===== config.mk =====
export PLATFORM = sky130hd
export DESIGN_NAME = fss_apb_regs
export DESIGN_NICKNAME = d
export VERILOG_FILES = /design/src/design/fss_pkg.sv /design/src/design/fss_apb_regs.sv
export SDC_FILE = /design/constraint.sdc
export NUM_CORES = 1
export LEC_CHECK = 0
export ABC_AREA = 0
export BUFFER_PORTS_ARGS = -buffer_cell sky130_fd_sc_hd__buf_2
export CORE_ASPECT_RATIO = 0.75
export CORE_MARGIN = 3
export CORE_UTILIZATION = 29
export DETAILED_ROUTE_END_ITERATION = 7
export PLACE_DENSITY = 0.78
export SLEW_MARGIN = 20
export SYNTH_ARGS = -nofsm -noshare
export SYNTH_HDL_FRONTEND = slang
export SYNTH_SLANG_ARGS = --single-unit
export TNS_END_PERCENT = 1

===== constraint.sdc =====
create_clock -name i_clk -period 0.87 [get_ports i_clk]
set_input_delay 0.174 -clock i_clk [delete_from_list [all_inputs] [get_ports i_clk]]
set_output_delay 0.174 -clock i_clk [all_outputs]
set_load 0.01 [all_outputs]

===== src/design/fss_pkg.sv =====
`timescale 1ns / 1ps
// shared types, codes and the load pattern for the firing squad automaton
package fss_pkg;

    // field widths fixed by the item formats
    localparam int LEN_W       = 7;
    localparam int PROBE_W     = 6;
    localparam int STEP_W      = 16;
    localparam int IN_TDATA_W  = 8;
    localparam int IN_TUSER_W  = 1;
    localparam int OUT_TDATA_W = 32;
    localparam int APB_ADDR_W  = 3;
    localparam int APB_DATA_W  = 32;

    // reset value of the squad length register
    localparam int SQUAD_LENGTH_RESET = 8;

    // register indexes
    localparam logic REG_SQUAD_LENGTH = 1'b0;

    // command codes
    localparam logic CMD_LOAD = 1'b0;
    localparam logic CMD_STEP = 1'b1;

    // message codes
    localparam logic [2:0] MSG_NONE    = 3'd0;
    localparam logic [2:0] MSG_TEST    = 3'd1;
    localparam logic [2:0] MSG_MIDTEST = 3'd2;
    localparam logic [2:0] MSG_MIDACK  = 3'd3;
    localparam logic [2:0] MSG_RESET   = 3'd4;
    localparam logic [2:0] MSG_PROMOTE = 3'd5;

    // direction codes
    localparam logic [1:0] DIR_LEFT  = 2'd0;
    localparam logic [1:0] DIR_RIGHT = 2'd1;
    localparam logic [1:0] DIR_BOTH  = 2'd2;

    // state of one cell
    typedef struct packed {
        logic       gen;
        logic       red;
        logic       act;
        logic       tst;
        logic [1:0] tmr;
        logic [2:0] msg;
        logic [1:0] dir;
    } t_cell;

    // per-cell control from the top level
    typedef struct packed {
        logic load;
        logic step;
        logic first;
        logic last;
        logic used;
        logic has_right;
        logic rst_last;
        logic rst_used;
    } t_cell_ctl;

    // initial squad pattern for one cell given its role
    function automatic t_cell f_pattern(input logic first, input logic last,
                                        input logic used);
        t_cell c;
        c = '0;
        if (last) begin
            c.gen = 1'b1;
            c.red = 1'b1;
            c.dir = DIR_LEFT;
        end else if (first && used) begin
            c.gen = 1'b1;
            c.red = 1'b1;
            c.act = 1'b1;
            c.tst = 1'b1;
            c.dir = DIR_RIGHT;
        end else if (used) begin
            c.act = 1'b1;
            c.dir = DIR_BOTH;
        end
        return c;
    endfunction

endpackage


===== src/design/fss_apb_regs.sv =====
`timescale 1ns / 1ps
// apb configuration register for the squad length
module fss_apb_regs (
    input  logic                            i_clk,
    input  logic                            i_rst_n,
    input  logic                            psel,
    input  logic                            penable,
    input  logic                            pwrite,
    input  logic [fss_pkg::APB_ADDR_W-1:0]  paddr,
    input  logic [fss_pkg::APB_DATA_W-1:0]  pwdata,
    output logic [fss_pkg::APB_DATA_W-1:0]  prdata,
    output logic                            pready,
    output logic [fss_pkg::LEN_W-1:0]       o_squad_length
);
    import fss_pkg::*;

    logic [LEN_W-1:0] r_squad_length;
    logic             w_hit;

    // word decode, byte lanes ignored
    assign w_hit  = (paddr[APB_ADDR_W-1] == REG_SQUAD_LENGTH);
    assign pready = 1'b1;

    // register write
    always_ff @(posedge i_clk) begin
        if (!i_rst_n) begin
            r_squad_length <= LEN_W'(SQUAD_LENGTH_RESET);
        end else if (psel && penable && pwrite && pready && w_hit) begin
            r_squad_length <= pwdata[LEN_W-1:0];
        end
    end

    // read back
    assign prdata = w_hit ? APB_DATA_W'(r_squad_length) : '0;
    assign o_squad_length = r_squad_length;

endmodule


==> results.yml <==
timing:
  rsz0062_at_grt: "yes"
  finalMaxSlewViolations: 0
  setup-tns-final_ns: -1.43
  setup_viol: 10
  fmax_ghz: 0.957
  fin_skew_ns: 0
  fin_crit_ns: 1.05
  timing.final.ws_setup_ns: -0.175
  hold_violations: 0
  finalCritPeriodShare: 1.20
placed_design:
  dp.cells: 114
  place_congestion: 0.638
  dpl_cell_area_sq_um: 624
  numPortBuffers: 26
  hpwl_um: 938
global_routing:
  grt_pass1_wl_um: 1750
  grt_use_total: 0.0909
  gr-total-overflow: 0
  grt_max_degree: 15
  grt_pass1_vias: 426
  antenna_found_initial: 0
final_layout:
  finish.net_count: 140
  fillerInstances: 184
  post-route-util: 0.430
  syn2layout_area_growth_pct: 36.9
  instances_no_fill: 121
  drive_above_1_share: 0.505
  layout_common_cells: "conb_1, buf_2, buf_6"
  largest_reg_flops: 7
  fin_area_sq_um: 762
  layout_commonest_cell: "conb_1"
  n_antenna_cell: 0
power_and_ir_drop:
  power_w: 0.000793
  power_density_mw_per_mm2: 1040
  p_leak_nw: 0.411
  ir_drop_mv: 0.594
hold_path:
  hp-class: "primary input to flip-flop"
  holdPathStages: 3
worst_setup_path:
  start_kind: "flip-flop"
  r2r_end: "o_squad_length[6]"
  startpoint: "o_squad_length[3]"
  slowest_delay_ns: 0.32
  cp.required_ns: 0.70
  critPathKind: "flip-flop to output port"
  crit_chain: "and2b_2, buf_6"
  crit_buf_inv: 1
  r2r-start: "o_squad_length[6]"
  crit_slowest_cell: "dfxtp_2"
  crit_end: "prdata[3]"
  crit_arrival_ns: 0.87
  worstRegToRegCells: 3
  path_depth: 2
  cp_top_family: "flip-flops"
  cp-end-kind: "output port"
  critPathMaxFanout: 3
  rrSetupSlack_ns: 0.19
clock_tree:
  clock_path_buffers: 2
  root_buffer: "clkbuf_4"
  htreeDepth: 1
  cts_buffers: 3
  insertion_delay_ns: 0.24
  cts_tree: "built"
  hold_buffers: 0
  clock-sinks: 7
  clk_pin_slew_worst_paths_ns: 0.05
floorplanning:
  die_h_um: 43.9
  ios: 80
  core_area_sq_mm: 0.00177
  dieArea_sq_mm: 0.00249
  start_util: 0.314
  dieWidth_um: 56.6
  row_count: 13
routing:
  top_layer: "met3"
  wl_met1_um: 422
  drtIter0Drc: 6
  via_count: 436
  drc: 0
  wl_per_cell_um: 9.88
  wl_um: 1200
  wl_met2_um: 666
  dr.pass1.iters: 4
  dr_wl_met3_um: 106
  ant_nets: 0
  viasPerCell: 3.60
flow_run:
  drv_cap: 0
yosys:
  synth_area_sq_um: 557
  ys_seq_area_frac: 0.252
  synth_cell_types: 10
  ys_warn_count: 0
  synth.area.top_cells: "buf_4, dfxtp_1, mux2i_1"
  yosys_register_bits: 7
  yosysTopAreaCell: "buf_4"
  syn_inst: 66
  yosysTopAreaCellShare: 0.351
  syn_avg_cell_area_sq_um: 8.44
outcome:
  outcome: "finished with violations"
  violations: "setup timing"
[worst min-delay path: stages]
cell and delay, ns:
buf_2 0.09, nand2_1 0.04, mux2i_1 0.06
[worst min path at each step]
stage / start / end / slack, ns
CTS: pwdata[5] / o_squad_length[5] / 0.16
global route: pwdata[4] / o_squad_length[4] / 0.16
finish: pwdata[5] / o_squad_length[5] / 0.17
detailed placement: pwdata[5] / o_squad_length[5] / 0.43
global placement: pwdata[0] / o_squad_length[0] / 0.42
floorplan: pwdata[0] / o_squad_length[0] / 0.32
[synth_stat cells (all sizes together)]
cell    number
nand2       12
dfxtp        7
buf         27
mux2i        7
and2b        7
and4b        1
nor2b        2
conb         2
clkbuf       1
[timing repair]
action	4_1_cts	5_1_grt
setup endpoints to repair	14	14
resized for setup	17	4
pin swaps	0	0
setup buffers	3	0
[metal layers]
metal  up-vias  track usage
met5         -            0
met4         0       0.0237
met3         0       0.0417
met2        20        0.164
met1       198       0.0972
li1        218            -
[where the power goes]
group / switching (W) / internal [W] / total [W]
Clock: 0.000111 / 0.000174 / 0.000286
Sequential: 0.00000437 / 0.000329 / 0.000334
Combinational: 0.000102 / 0.0000722 / 0.000174
[stage by stage]
| stage | setup WS [ns] | hold slack (ns) |
|---|---|---|
| 2_1_floorplan | 0.0959 | 0.316 |
| 3_3_place_gp | -0.0796 | 0.423 |
| 3_5_place_dp | -0.110 | 0.434 |
| 4_1_cts | -0.180 | 0.163 |
| 5_1_grt | -0.214 | 0.158 |
| 6_report | -0.175 | 0.168 |
[layout make-up]
| cell class | instances | area (sq um) | area share |
|---|---|---|---|
| Clock buffer | 4 | 26.3 | 0.0345 |
| Multi-Input combinational cell | 55 | 297 | 0.389 |
| Sequential cell | 7 | 149 | 0.195 |
| Tap cell | 22 | 27.5 | 0.0361 |
| Timing Repair Buffer | 33 | 263 | 0.345 |
[cell families (layout without fill, tap and decap cells)]
family / count (synthesis) / in the layout / synth area share
DFF: 7 / 7 / 0.252
muxes: 7 / 7 / 0.126
and+or+nand+nor: 22 / 22 / 0.231
other: 2 / 26 / 0.0135
buffers and inverters: 28 / 37 / 0.378
No activity file was read; power rests on OpenSTA's default activity.
