<file path="src/design/fss_pkg.sv">
`timescale 1ns / 1ps
// shared types, codes and the load pattern for the firing squad automaton
package fss_pkg;

    // field widths fixed by the item formats
    localparam int LEN_W       = 7;
    localparam int PROBE_W     = 6;
    localparam int STEP_W      = 16;
    localparam int IN_TDATA_W  = 8;
    localparam int IN_TUSER_W  = 1;
    localparam int OUT_TDATA_W = 32;
    localparam int APB_ADDR_W  = 3;
    localparam int APB_DATA_W  = 32;

    // reset value of the squad length register
    localparam int SQUAD_LENGTH_RESET = 8;

    // register indexes
    localparam logic REG_SQUAD_LENGTH = 1'b0;

    // command codes
    localparam logic CMD_LOAD = 1'b0;
    localparam logic CMD_STEP = 1'b1;

    // message codes
    localparam logic [2:0] MSG_NONE    = 3'd0;
    localparam logic [2:0] MSG_TEST    = 3'd1;
    localparam logic [2:0] MSG_MIDTEST = 3'd2;
    localparam logic [2:0] MSG_MIDACK  = 3'd3;
    localparam logic [2:0] MSG_RESET   = 3'd4;
    localparam logic [2:0] MSG_PROMOTE = 3'd5;

    // direction codes
    localparam logic [1:0] DIR_LEFT  = 2'd0;
    localparam logic [1:0] DIR_RIGHT = 2'd1;
    localparam logic [1:0] DIR_BOTH  = 2'd2;

    // state of one cell
    typedef struct packed {
        logic       gen;
        logic       red;
        logic       act;
        logic       tst;
        logic [1:0] tmr;
        logic [2:0] msg;
        logic [1:0] dir;
    } t_cell;

    // per-cell control from the top level
    typedef struct packed {
        logic load;
        logic step;
        logic first;
        logic last;
        logic used;
        logic has_right;
        logic rst_last;
        logic rst_used;
    } t_cell_ctl;

    // initial squad pattern for one cell given its role
    function automatic t_cell f_pattern(input logic first, input logic last,
                                        input logic used);
        t_cell c;
        c = '0;
        if (last) begin
            c.gen = 1'b1;
            c.red = 1'b1;
            c.dir = DIR_LEFT;
        end else if (first && used) begin
            c.gen = 1'b1;
            c.red = 1'b1;
            c.act = 1'b1;
            c.tst = 1'b1;
            c.dir = DIR_RIGHT;
        end else if (used) begin
            c.act = 1'b1;
            c.dir = DIR_BOTH;
        end
        return c;
    endfunction

endpackage

</file>
<file path="src/design/fss_cell.sv">
`timescale 1ns / 1ps
// one finite-state cell of the firing squad row
module fss_cell (
    input  logic               i_clk,
    input  logic               i_rst_n,
    input  fss_pkg::t_cell_ctl i_ctl,
    input  fss_pkg::t_cell     i_left,
    input  fss_pkg::t_cell     i_right,
    output fss_pkg::t_cell     o_state
);
    import fss_pkg::*;

    t_cell      r_cell;
    t_cell      n_cell;
    logic [2:0] w_lm;
    logic [2:0] w_rm;
    logic       w_has_left;

    // turn this cell into a red general that sends reset
    function automatic t_cell f_general(input t_cell c, input logic [1:0] dir);
        t_cell g;
        g     = c;
        g.gen = 1'b1;
        g.red = 1'b1;
        g.act = 1'b1;
        g.tst = 1'b1;
        g.msg = MSG_RESET;
        g.dir = dir;
        return g;
    endfunction

    assign w_has_left = !i_ctl.first;

    // messages arriving from the neighbors
    always_comb begin
        w_lm = MSG_NONE;
        w_rm = MSG_NONE;
        if (w_has_left && (i_left.dir == DIR_RIGHT || i_left.dir == DIR_BOTH)) begin
            w_lm = i_left.msg;
        end
        if (i_ctl.has_right && (i_right.dir == DIR_LEFT || i_right.dir == DIR_BOTH)) begin
            w_rm = i_right.msg;
        end
    end

    // next state from old self and neighbors
    always_comb begin
        n_cell = r_cell;
        if (r_cell.gen) begin
            // general
            if (w_lm == MSG_RESET || w_rm == MSG_RESET) begin
                n_cell.act = 1'b0;
            end else begin
                n_cell.msg = MSG_NONE;
                if (w_rm == MSG_MIDTEST && w_lm == MSG_MIDTEST) begin
                    n_cell.msg = MSG_MIDACK;
                    n_cell.dir = DIR_BOTH;
                end else if (w_rm == MSG_MIDTEST) begin
                    n_cell.msg = MSG_MIDACK;
                    n_cell.dir = DIR_RIGHT;
                end else if (w_lm == MSG_MIDTEST) begin
                    n_cell.msg = MSG_MIDACK;
                    n_cell.dir = DIR_LEFT;
                end else if (r_cell.act) begin
                    if (r_cell.tst) begin
                        n_cell.msg = MSG_TEST;
                        n_cell.tst = 1'b0;
                        n_cell.dir = DIR_BOTH;
                    end else if ((w_lm == MSG_TEST && w_has_left && !i_left.gen) ||
                                 (w_rm == MSG_TEST && i_ctl.has_right && !i_right.gen)) begin
                        n_cell.tst = 1'b1;
                    end
                end
            end
        end else if (w_lm == MSG_PROMOTE) begin
            n_cell = f_general(r_cell, DIR_RIGHT);
        end else if (w_rm == MSG_PROMOTE) begin
            n_cell = f_general(r_cell, DIR_LEFT);
        end else if (r_cell.msg == MSG_PROMOTE) begin
            // own promote comes back as a general facing away
            n_cell     = f_general(r_cell, (r_cell.dir == DIR_RIGHT) ? DIR_LEFT : DIR_RIGHT);
            n_cell.tmr = 2'd0;
        end else if (w_lm == MSG_NONE && w_rm == MSG_NONE) begin
            n_cell.msg = MSG_NONE;
            if (r_cell.tmr != 2'd0) begin
                n_cell.tmr = r_cell.tmr - 2'd1;
            end
        end else if (w_lm == MSG_RESET || w_rm == MSG_RESET) begin
            n_cell.act = 1'b1;
            n_cell.msg = MSG_RESET;
            n_cell.dir = (w_lm == MSG_RESET) ? DIR_RIGHT : DIR_LEFT;
        end else if (r_cell.act) begin
            // active soldier
            n_cell.act = 1'b1;
            if (w_lm == MSG_TEST || w_rm == MSG_TEST) begin
                n_cell.dir = DIR_BOTH;
                n_cell.msg = MSG_MIDTEST;
                n_cell.tst = 1'b1;
            end else if (w_lm == MSG_MIDACK && w_rm == MSG_MIDACK) begin
                n_cell.gen = 1'b1;
                n_cell.red = 1'b1;
                n_cell.tst = 1'b1;
                n_cell.msg = MSG_RESET;
                n_cell.dir = DIR_BOTH;
            end else if (w_lm == MSG_MIDACK || w_rm == MSG_MIDACK) begin
                if (!r_cell.tst) begin
                    n_cell.msg = MSG_MIDACK;
                    n_cell.dir = (w_rm == MSG_MIDACK) ? DIR_LEFT : DIR_RIGHT;
                end else begin
                    n_cell.act = 1'b0;
                    n_cell.msg = MSG_NONE;
                    n_cell.tmr = 2'd3;
                end
            end else if (w_lm != MSG_NONE) begin
                n_cell.dir = DIR_RIGHT;
                n_cell.msg = w_lm;
            end else begin
                n_cell.dir = DIR_LEFT;
                n_cell.msg = w_rm;
            end
        end else begin
            // passive soldier
            n_cell.act = 1'b0;
            if (r_cell.tmr != 2'd0) begin
                n_cell.tmr = r_cell.tmr - 2'd1;
            end
            if (r_cell.tst && (w_rm == MSG_MIDACK || w_lm == MSG_MIDACK)) begin
                n_cell.tst = 1'b0;
                if (r_cell.tmr != 2'd0) begin
                    n_cell.msg = MSG_PROMOTE;
                    n_cell.dir = (w_rm == MSG_MIDACK) ? DIR_RIGHT : DIR_LEFT;
                    n_cell.tmr = 2'd0;
                end else begin
                    n_cell.msg = MSG_TEST;
                    n_cell.dir = (w_rm == MSG_MIDACK) ? DIR_LEFT : DIR_RIGHT;
                end
            end else if (w_lm != MSG_NONE) begin
                n_cell.dir = DIR_RIGHT;
                n_cell.msg = w_lm;
            end else begin
                n_cell.dir = DIR_LEFT;
                n_cell.msg = w_rm;
            end
        end
    end

    // state register
    always_ff @(posedge i_clk) begin
        if (!i_rst_n) begin
            r_cell <= f_pattern(i_ctl.first, i_ctl.rst_last, i_ctl.rst_used);
        end else if (i_ctl.load) begin
            r_cell <= f_pattern(i_ctl.first, i_ctl.last, i_ctl.used);
        end else if (i_ctl.step && i_ctl.used) begin
            r_cell <= n_cell;
        end
    end

    assign o_state = r_cell;

endmodule

</file>
<file path="config.mk">
export PLATFORM = sky130hd
export DESIGN_NAME = fss_cell
export DESIGN_NICKNAME = d
export VERILOG_FILES = /design/src/design/fss_pkg.sv /design/src/design/fss_cell.sv
export SDC_FILE = /design/constraint.sdc
export NUM_CORES = 1
export LEC_CHECK = 0
export ABC_AREA = 1
export CAP_MARGIN = 10
export CORE_MARGIN = 4
export CORE_UTILIZATION = 45
export DETAILED_ROUTE_END_ITERATION = 10
export DONT_BUFFER_PORTS = 1
export GPL_ROUTABILITY_DRIVEN = 0
export GPL_TIMING_DRIVEN = 0
export PLACE_DENSITY = 0.65
export SKIP_LAST_GASP = 1
export SYNTH_ARGS = -nofsm -noshare
export SYNTH_HDL_FRONTEND = slang
export SYNTH_SLANG_ARGS = --single-unit
</file>
<file path="constraint.sdc">
create_clock -name i_clk -period 6.91 [get_ports i_clk]
set_input_delay 0.691 -clock i_clk [delete_from_list [all_inputs] [get_ports i_clk]]
set_output_delay 0.691 -clock i_clk [all_outputs]
set_load 0.05 [all_outputs]
</file>
==> reports/metrics.yaml, run 1 <==
drt-vias-per-instance: 5.418
grt_usage_pct: 19.74
grt_max_degree: 11
vias: 1593
r2r_setup_slack_ns: 4.62
rows: 20
drtIter0Drc: 106
largest_register_ffs: 11
ir_drop_mv: 0.07611
grt_pass1_vias: 1444
fin_skew_ns: 0.005595
synth_top_area_share_pct: 17.81
ys_ff_latch: 11
syn_to_final_growth_pct: 5.594
synth_edf_count: 6
p_leak_uw: 0.0007840
worstSetupEndpointType: "register"
cts-buffers-inserted: 3
hold_slack_ns: 0.5907
yosysTopAreaCell: "nand2_1"
maxCapViolCount: 0
synth.distinct_cells: 32
drt_wl_total_um: 3980
portBuffers: 0
crit_cells: 21
path_delay_family: "simple AND/OR/NAND/NOR gates"
cts_tree: "done"
die_area_um2: 4204
crit_top_cell: "nand2_1"
placed_area_um2: 1509
grt_overflow: 0
setup_slack_ns: 4.124
synth_cells: 246
synth-async-reset-ratio_pct: 0
worst_path_max_delay_cell: "nor2_1"
die_x_um: 64.84
dp_slack_ns: 3.850
setup_viol: 0
synth_area_um2: 1454
crit_end: "o_state[0]$_DFFE_PP_"
crit_arrival_ns: 2.83
p_per_area_nw_per_um2: 145.7
clock_path_buffers: 2
syn_nets: 281
clk_pin_slew_worst_paths_ns: 0.08
critPathRequiredTime_ns: 6.95
fmax_ghz: 0.3590
hold_depth: 2
syn_area_per_cell_um2: 5.910
synth_area_leaders: "nand2_1 18%, edfxtp_1 12%, inv_1 8.8%"
r2r-start: "o_state[7]$_DFFE_PP_"
criticalPathCategory: "input port to register"
reg2regPathDepth: 15
fillCellCount: 352
dp_hpwl_um: 3311
antenna_cells: 0
ys_seq_area_share_pct: 19.28
crit_chain: "inv_2, nand2_2, nor2_4, nand2_1, nor3_1, inv_1, ha_1, nor2_1, nand3_1, nand2_1, nand2_1, nand2_1, nor2_1, nand3_1, nand2_1, nand2_1, nand2_1, nand2_1, nand2_1, nand2_1, nand2_1"
ctsHtreeMaxLevel: 1
critical_path_buf_inv_count: 2
hp-class: "input port to register"
post-route-period-util_pct: 40.32
worstPathMaxFanout: 6
r2r_end: "o_state[0]$_DFFE_PP_"
cts_resized: 0
rsz0062_at_grt: "no"
worstMarginPinSlew_ns: 0.6468
status: "finished, final reports clean"
slew_headroom_pct: 56.88
hold_buffers: 0
core_um2: 3078
post_cts_buffers: 0
antenna_found_initial: 0
wl_per_cell_um: 13.54
clock_latency_ns: 0.28
finalCriticalPeriod_ns: 2.786
critPathLaunch: "i_ctl[5]"
cts.sinks: 11
ys_warn_count: 0
final_hold_viol_count: 0
die_y_um: 64.84
drc: 0
ys.flop_type: "edfxtp_1"
final_layout_size_suffix_gt1_share_pct: 16.00
final_max_slew_viol_count: 0
fin_area_um2: 1535
tns_ns: 0
ios: 43
nets: 286
slowest_delay_ns: 0.31
root_buffer: "clkbuf_4"
grt_pass1_wl_um: 6617
drt_pass1_iterations: 4
drtAntennaViolNets: 0
initial_core_util_pct: 47.24
cp-start-kind: "input port"
==> metal layers <==
layer  global-route usage (%)  up-vias  wire length [um]
li1                         -      817                 -
met1                    27.89      716              1856
met5                        0        -                 0
met3                    3.813        0               288
met4                    2.111        0                 0
met2                    31.93       60              1836
==> worst min-delay path by stage <==
stage	from	to	slack, ns
floorplan	o_state[4]$_SDFFE_PN0P_	o_state[4]$_SDFFE_PN0P_	0.70
global placement	o_state[4]$_SDFFE_PN0P_	o_state[4]$_SDFFE_PN0P_	0.73
detailed placement	o_state[4]$_SDFFE_PN0P_	o_state[4]$_SDFFE_PN0P_	0.72
CTS	i_rst_n	o_state[10]$_DFFE_PN_	0.60
global route	i_rst_n	o_state[1]$_DFFE_PP_	0.58
finish	i_rst_n	o_state[1]$_DFFE_PP_	0.59
==> report_power, final <==
group	internal, uW	total [uW]	switching (uW)
sequential	75.8	101	25.2
clock	22.4	46.5	24.1
combinational	24.6	76.2	51.6
total	123	224	101
==> final cells by class <==
cell class / count / area [um^2] / share of cell area [%]
Multi-Input combinational cell: 192 / 1005 / 65.44
Sequential cell: 11 / 280.3 / 18.26
Tap cell: 44 / 55.05 / 3.586
Clock buffer: 4 / 26.28 / 1.711
Inverter: 43 / 168.9 / 11.00
==> layout by cell type, fill, tap and decap left out <==
| master | n |
|---|---|
| and3_1 | 1 |
| clkbuf_4 | 3 |
| o22ai_1 | 2 |
| dfxtp_1 | 5 |
| nor2_4 | 5 |
| inv_6 | 1 |
| o211ai_1 | 2 |
| nor2_1 | 26 |
| a31oi_1 | 1 |
| nand3_1 | 21 |
| nand2_2 | 6 |
| o21ai_2 | 4 |
| o31ai_2 | 1 |
| o21ai_0 | 9 |
| a21oi_1 | 17 |
| edfxtp_1 | 6 |
| nand4_1 | 1 |
| nand4_2 | 2 |
| nor3_2 | 3 |
| nor3_1 | 3 |
| o31ai_1 | 1 |
| ha_1 | 3 |
| o21ai_1 | 5 |
| clkbuf_1 | 1 |
| nor4_1 | 1 |
| inv_2 | 6 |
| nand2_1 | 69 |
| nor2_2 | 3 |
| nand2_4 | 2 |
| a21boi_1 | 1 |
| inv_1 | 34 |
| nand3_2 | 3 |
| clkinv_1 | 1 |
| inv_4 | 1 |
==> synthesized netlist by cell type (3+ instances only) <==
| cell | number |
|---|---|
| a21oi_1 | 17 |
| dfxtp_1 | 5 |
| edfxtp_1 | 6 |
| ha_1 | 3 |
| inv_1 | 34 |
| inv_2 | 6 |
| nand2_1 | 69 |
| nand2_2 | 6 |
| nand3_1 | 21 |
| nand3_2 | 3 |
| nor2_1 | 26 |
| nor2_2 | 3 |
| nor2_4 | 5 |
| nor3_1 | 3 |
| nor3_2 | 3 |
| o21ai_0 | 9 |
| o21ai_1 | 5 |
| o21ai_2 | 4 |
==> metrics by stage <==
step / std cells / utilization, % / total power [uW]
after floorplan: 246 / - / 161.2
after global placement: 290 / 49.02 / 177.0
after detailed placement: 290 / 49.02 / 177.3
after CTS: 294 / 49.88 / 221.5
after global routing: 294 / 49.88 / 238.0
final: 294 / 49.88 / 223.7
==> logic make-up after synthesis <==
logic type | Yosys count | share of synthesized area, %
AO/OA/AOI/OAI | 43 | 17.30
adder cells (fa/ha/maj) | 3 | 2.582
buffers and inverters | 43 | 11.62
flip-flops | 11 | 19.28
AND/OR/NAND/NOR | 146 | 49.23
Power figures use the tool's default switching activity.
==> run 2: changes to the inputs <==
- ABC_AREA: 1 -> 0
- PLACE_DENSITY: 0.65 -> 0.67
- clock period: 6.91 -> 2.2 ns (I/O delays scaled with it)
==> run 2 against run 1 <==
Critical path depth shrank 16; via count shrank 5.6%; sequential power grew to 2.9 times the previous value; cell area shrank 3.5%; wire length grew 0.73%; clock power grew to 2.9 times the previous value; synthesized cell count shrank 27%; cell count shrank 26%.
==> reports/metrics.yaml, run 2 <==
die_y_um: 62.09  # -4.2%
worstSetupEndpointType: "register"
slew_headroom_pct: 48.82  # -8.1 points
ys_top_cells_by_count: "21 x nand2_1, 18 x nor2_1, 13 x a21oi_1"
drt_wl_total_um: 4009  # +0.73%
fmax_ghz: 0.4797
drtIter0Drc: 157  # +48%
syn_to_final_growth_pct: 12.55
p_sw_share_pct: 37.85  # -7.3 points
grt_max_degree: 11  # unchanged
final_cell_mix: "21 x nand2_1, 16 x nor2_1, 13 x a21oi_1"
p_comb_share_pct: 31.8  # -2.3 points
grt_overflow: 0  # unchanged
final_hold_viol_count: 0  # unchanged
dp_slack_ns: -0.3785  # -4.228 ns
status: "finished, final reports clean"
placedCellCount: 210  # -28%
initial_core_util_pct: 47.32  # +0.088 points
r2r_setup_slack_ns: 0.12  # -4.50 ns
fin_util_pct: 53.26  # +3.4 points
portBuffers: 0  # unchanged
crit_arrival_ns: 2.06  # -0.77 ns
final_max_slew_viol_count: 0  # unchanged
core_um2: 2781  # -9.6%
clock_latency_ns: 0.27  # about the same
cts_tree: "done"
critPathRequiredTime_ns: 2.18  # -4.77 ns
cp-start-kind: "register"
ios: 43  # unchanged
placed_area_um2: 1363  # -9.7%
drc: 0  # unchanged
die_x_um: 62.09  # -4.2%
drt-vias-per-instance: 6.899  # +27%
fin_skew_ns: 0.001243  # -0.004352 ns
antenna_cells: 0  # unchanged
worstMarginPinSlew_ns: 0.7677  # +0.1208 ns
final_cells: 218  # -26%
power.switching_uw: 234.6  # +130%
syn_area_per_cell_um2: 7.353  # +24%
min_from: "i_rst_n"
dp_hpwl_um: 3032  # -8.4%
post-route-period-util_pct: 94.76
ys_ff_latch: 11  # unchanged
largest_register_ffs: 11  # unchanged
root_buffer: "clkbuf_4"
tns_ns: 0  # unchanged
antenna_found_initial: 0  # unchanged
setup_slack_ns: 0.1152  # -4.009 ns
synth_edf_count: 6  # unchanged
ctsHtreeMaxLevel: 1  # unchanged
p_per_area_nw_per_um2: 418.3  # +190%
hp-class: "input port to register"
criticalPathCategory: "register to register"
p_leak_uw: 0.0005783  # -26%
finalCriticalPeriod_ns: 2.085
critPathLaunch: "o_state[8]$_DFFE_PP_"
ys.flop_type: "edfxtp_1"
drt_pass1_iterations: 5  # +1
final_common_cell: "nand2_1"
cts.sinks: 11  # unchanged
vias: 1504  # -5.6%
yosysMostFrequentCell: "nand2_1"
r2r-start: "o_state[8]$_DFFE_PP_"
rows: 19  # -5.0%
fillCellCount: 273  # -22%
fin_area_um2: 1481  # -3.5%
die_area_um2: 3855  # -8.3%
synth.distinct_cells: 58  # +81%
synth_top_area_share_pct: 13.69  # -4.1 points
synth_area_leaders: "edfxtp_1 14%, dfxtp_1 7.6%, nand2_1 6.0%"
wl_per_cell_um: 18.39  # +36%
clock_path_buffers: 2  # unchanged
maxCapViolCount: 0  # unchanged
clk_pin_slew_worst_paths_ns: 0.07  # about the same
ys_warn_count: 0  # unchanged
cts-buffers-inserted: 3  # unchanged
ir_drop_mv: 0.5407  # +610%
intPower_uw: 385.1  # +210%
syn_nets: 214  # -24%
yosysTopAreaCell: "edfxtp_1"
final_layout_size_suffix_gt1_share_pct: 18.72  # +2.7 points
worstPathMaxFanout: 10  # +4
nets: 223  # -22%
grt_usage_pct: 21.63  # +1.9 points
synth_area_um2: 1316  # -9.5%
synth-async-reset-ratio_pct: 0  # unchanged
grt_pass1_vias: 1391  # -3.7%
grt_pass1_wl_um: 6265  # -5.3%
drtAntennaViolNets: 0  # unchanged
clkPwrFrac_pct: 21.8  # +1.0 points
setup_viol: 0  # unchanged
synth_cells: 179  # -27%
ys_seq_area_share_pct: 21.29  # +2.0 points
pwr-share-seq_pct: 46.5  # +1.4 points
==> run 2: changes by cell type after synthesis, moves of 6 or more <==
| cell | previous run | this run |
|---|---|---|
| nand2_1 | 69 | 21 |
| inv_2 | 6 | 0 |
| inv_1 | 34 | 7 |
| nand3_1 | 21 | 10 |
| nand2_2 | 6 | 0 |
| nor2_1 | 26 | 18 |
==> run 2: power by group through the flow <==
| stage | registers [uW] | logic [uW] | clock network [uW] |
|---|---|---|---|
| after floorplan | 284 | 139 | 0 |
| after global routing | 290 | 216 | 150 |
| after global placement | 290 | 172 | 0 |
| after detailed placement | 290 | 173 | 0 |
| final | 288 | 197 | 135 |
| after CTS | 286 | 176 | 140 |
==> run 2: critical path, stage by stage, from the launching register on <==
cell      delay (ns)
edfxtp_1        0.84
buf_4           0.30
and2_1          0.17
nand4_1         0.12
a21oi_1         0.20
o21ai_0         0.17
==> run 2: final timing paths <==
kind	to	cells past startpoint
worst max-delay path	o_state[1]$_DFFE_PP_	5
worst min-delay path	o_state[3]$_SDFFE_PN0P_	2
worst max register to register	o_state[1]$_DFFE_PP_	5
worst min register to register	o_state[4]$_SDFFE_PN0P_	2
==> run 2: repair_timing <==
action | 4_1_cts | 5_1_grt
pin swaps | 0 | 4
hold buffers | 0 | 0
endpoints found under the hold margin | 0 | 0
endpoints found under the setup margin | 8 | 13
buffers inserted | 0 | 4
gates resized for setup | 5 | 15
gates cloned | 0 | 0
==> run 2: layout make-up <==
class / count / area, um^2 / area share [%]
multi-input cells: 154 / 1032 / 69.68
flip-flops and latches: 11 / 284.0 / 19.17
plain buffers: 7 / 43.79 / 2.956
well taps: 31 / 38.79 / 2.618
repair buffers: 4 / 30.03 / 2.027
clock buffers: 4 / 26.28 / 1.774
inverters: 7 / 26.28 / 1.774
==> run 2: per-layer routing <==
metal | global-route usage, % | wire length (um) | up-vias
met4 | 4.848 | 53 | 0
met5 | 0 | 0 | -
met3 | 6.198 | 522 | 10
met2 | 34.32 | 1891 | 126
li1 | - | - | 705
met1 | 29.02 | 1542 | 663
==> run 2: cells by family after synthesis <==
family,share of synthesized area [%]
xor gates and xnor gates,2.567
and+or+nand+nor,34.60
AOI/OAI and AO/OA,31.37
buffers and inverters,5.039
muxes,2.281
adders and majority gates,2.852
DFF,21.29
==> run 2: through the flow <==
stage	total power (uW)	hold slack, ns
finish	619.6	0.1741
global route	655.4	0.1889
global placement	461.4	0.4576
detailed placement	462.9	0.4502
CTS	601.8	0.1587
floorplan	423.6	0.4073
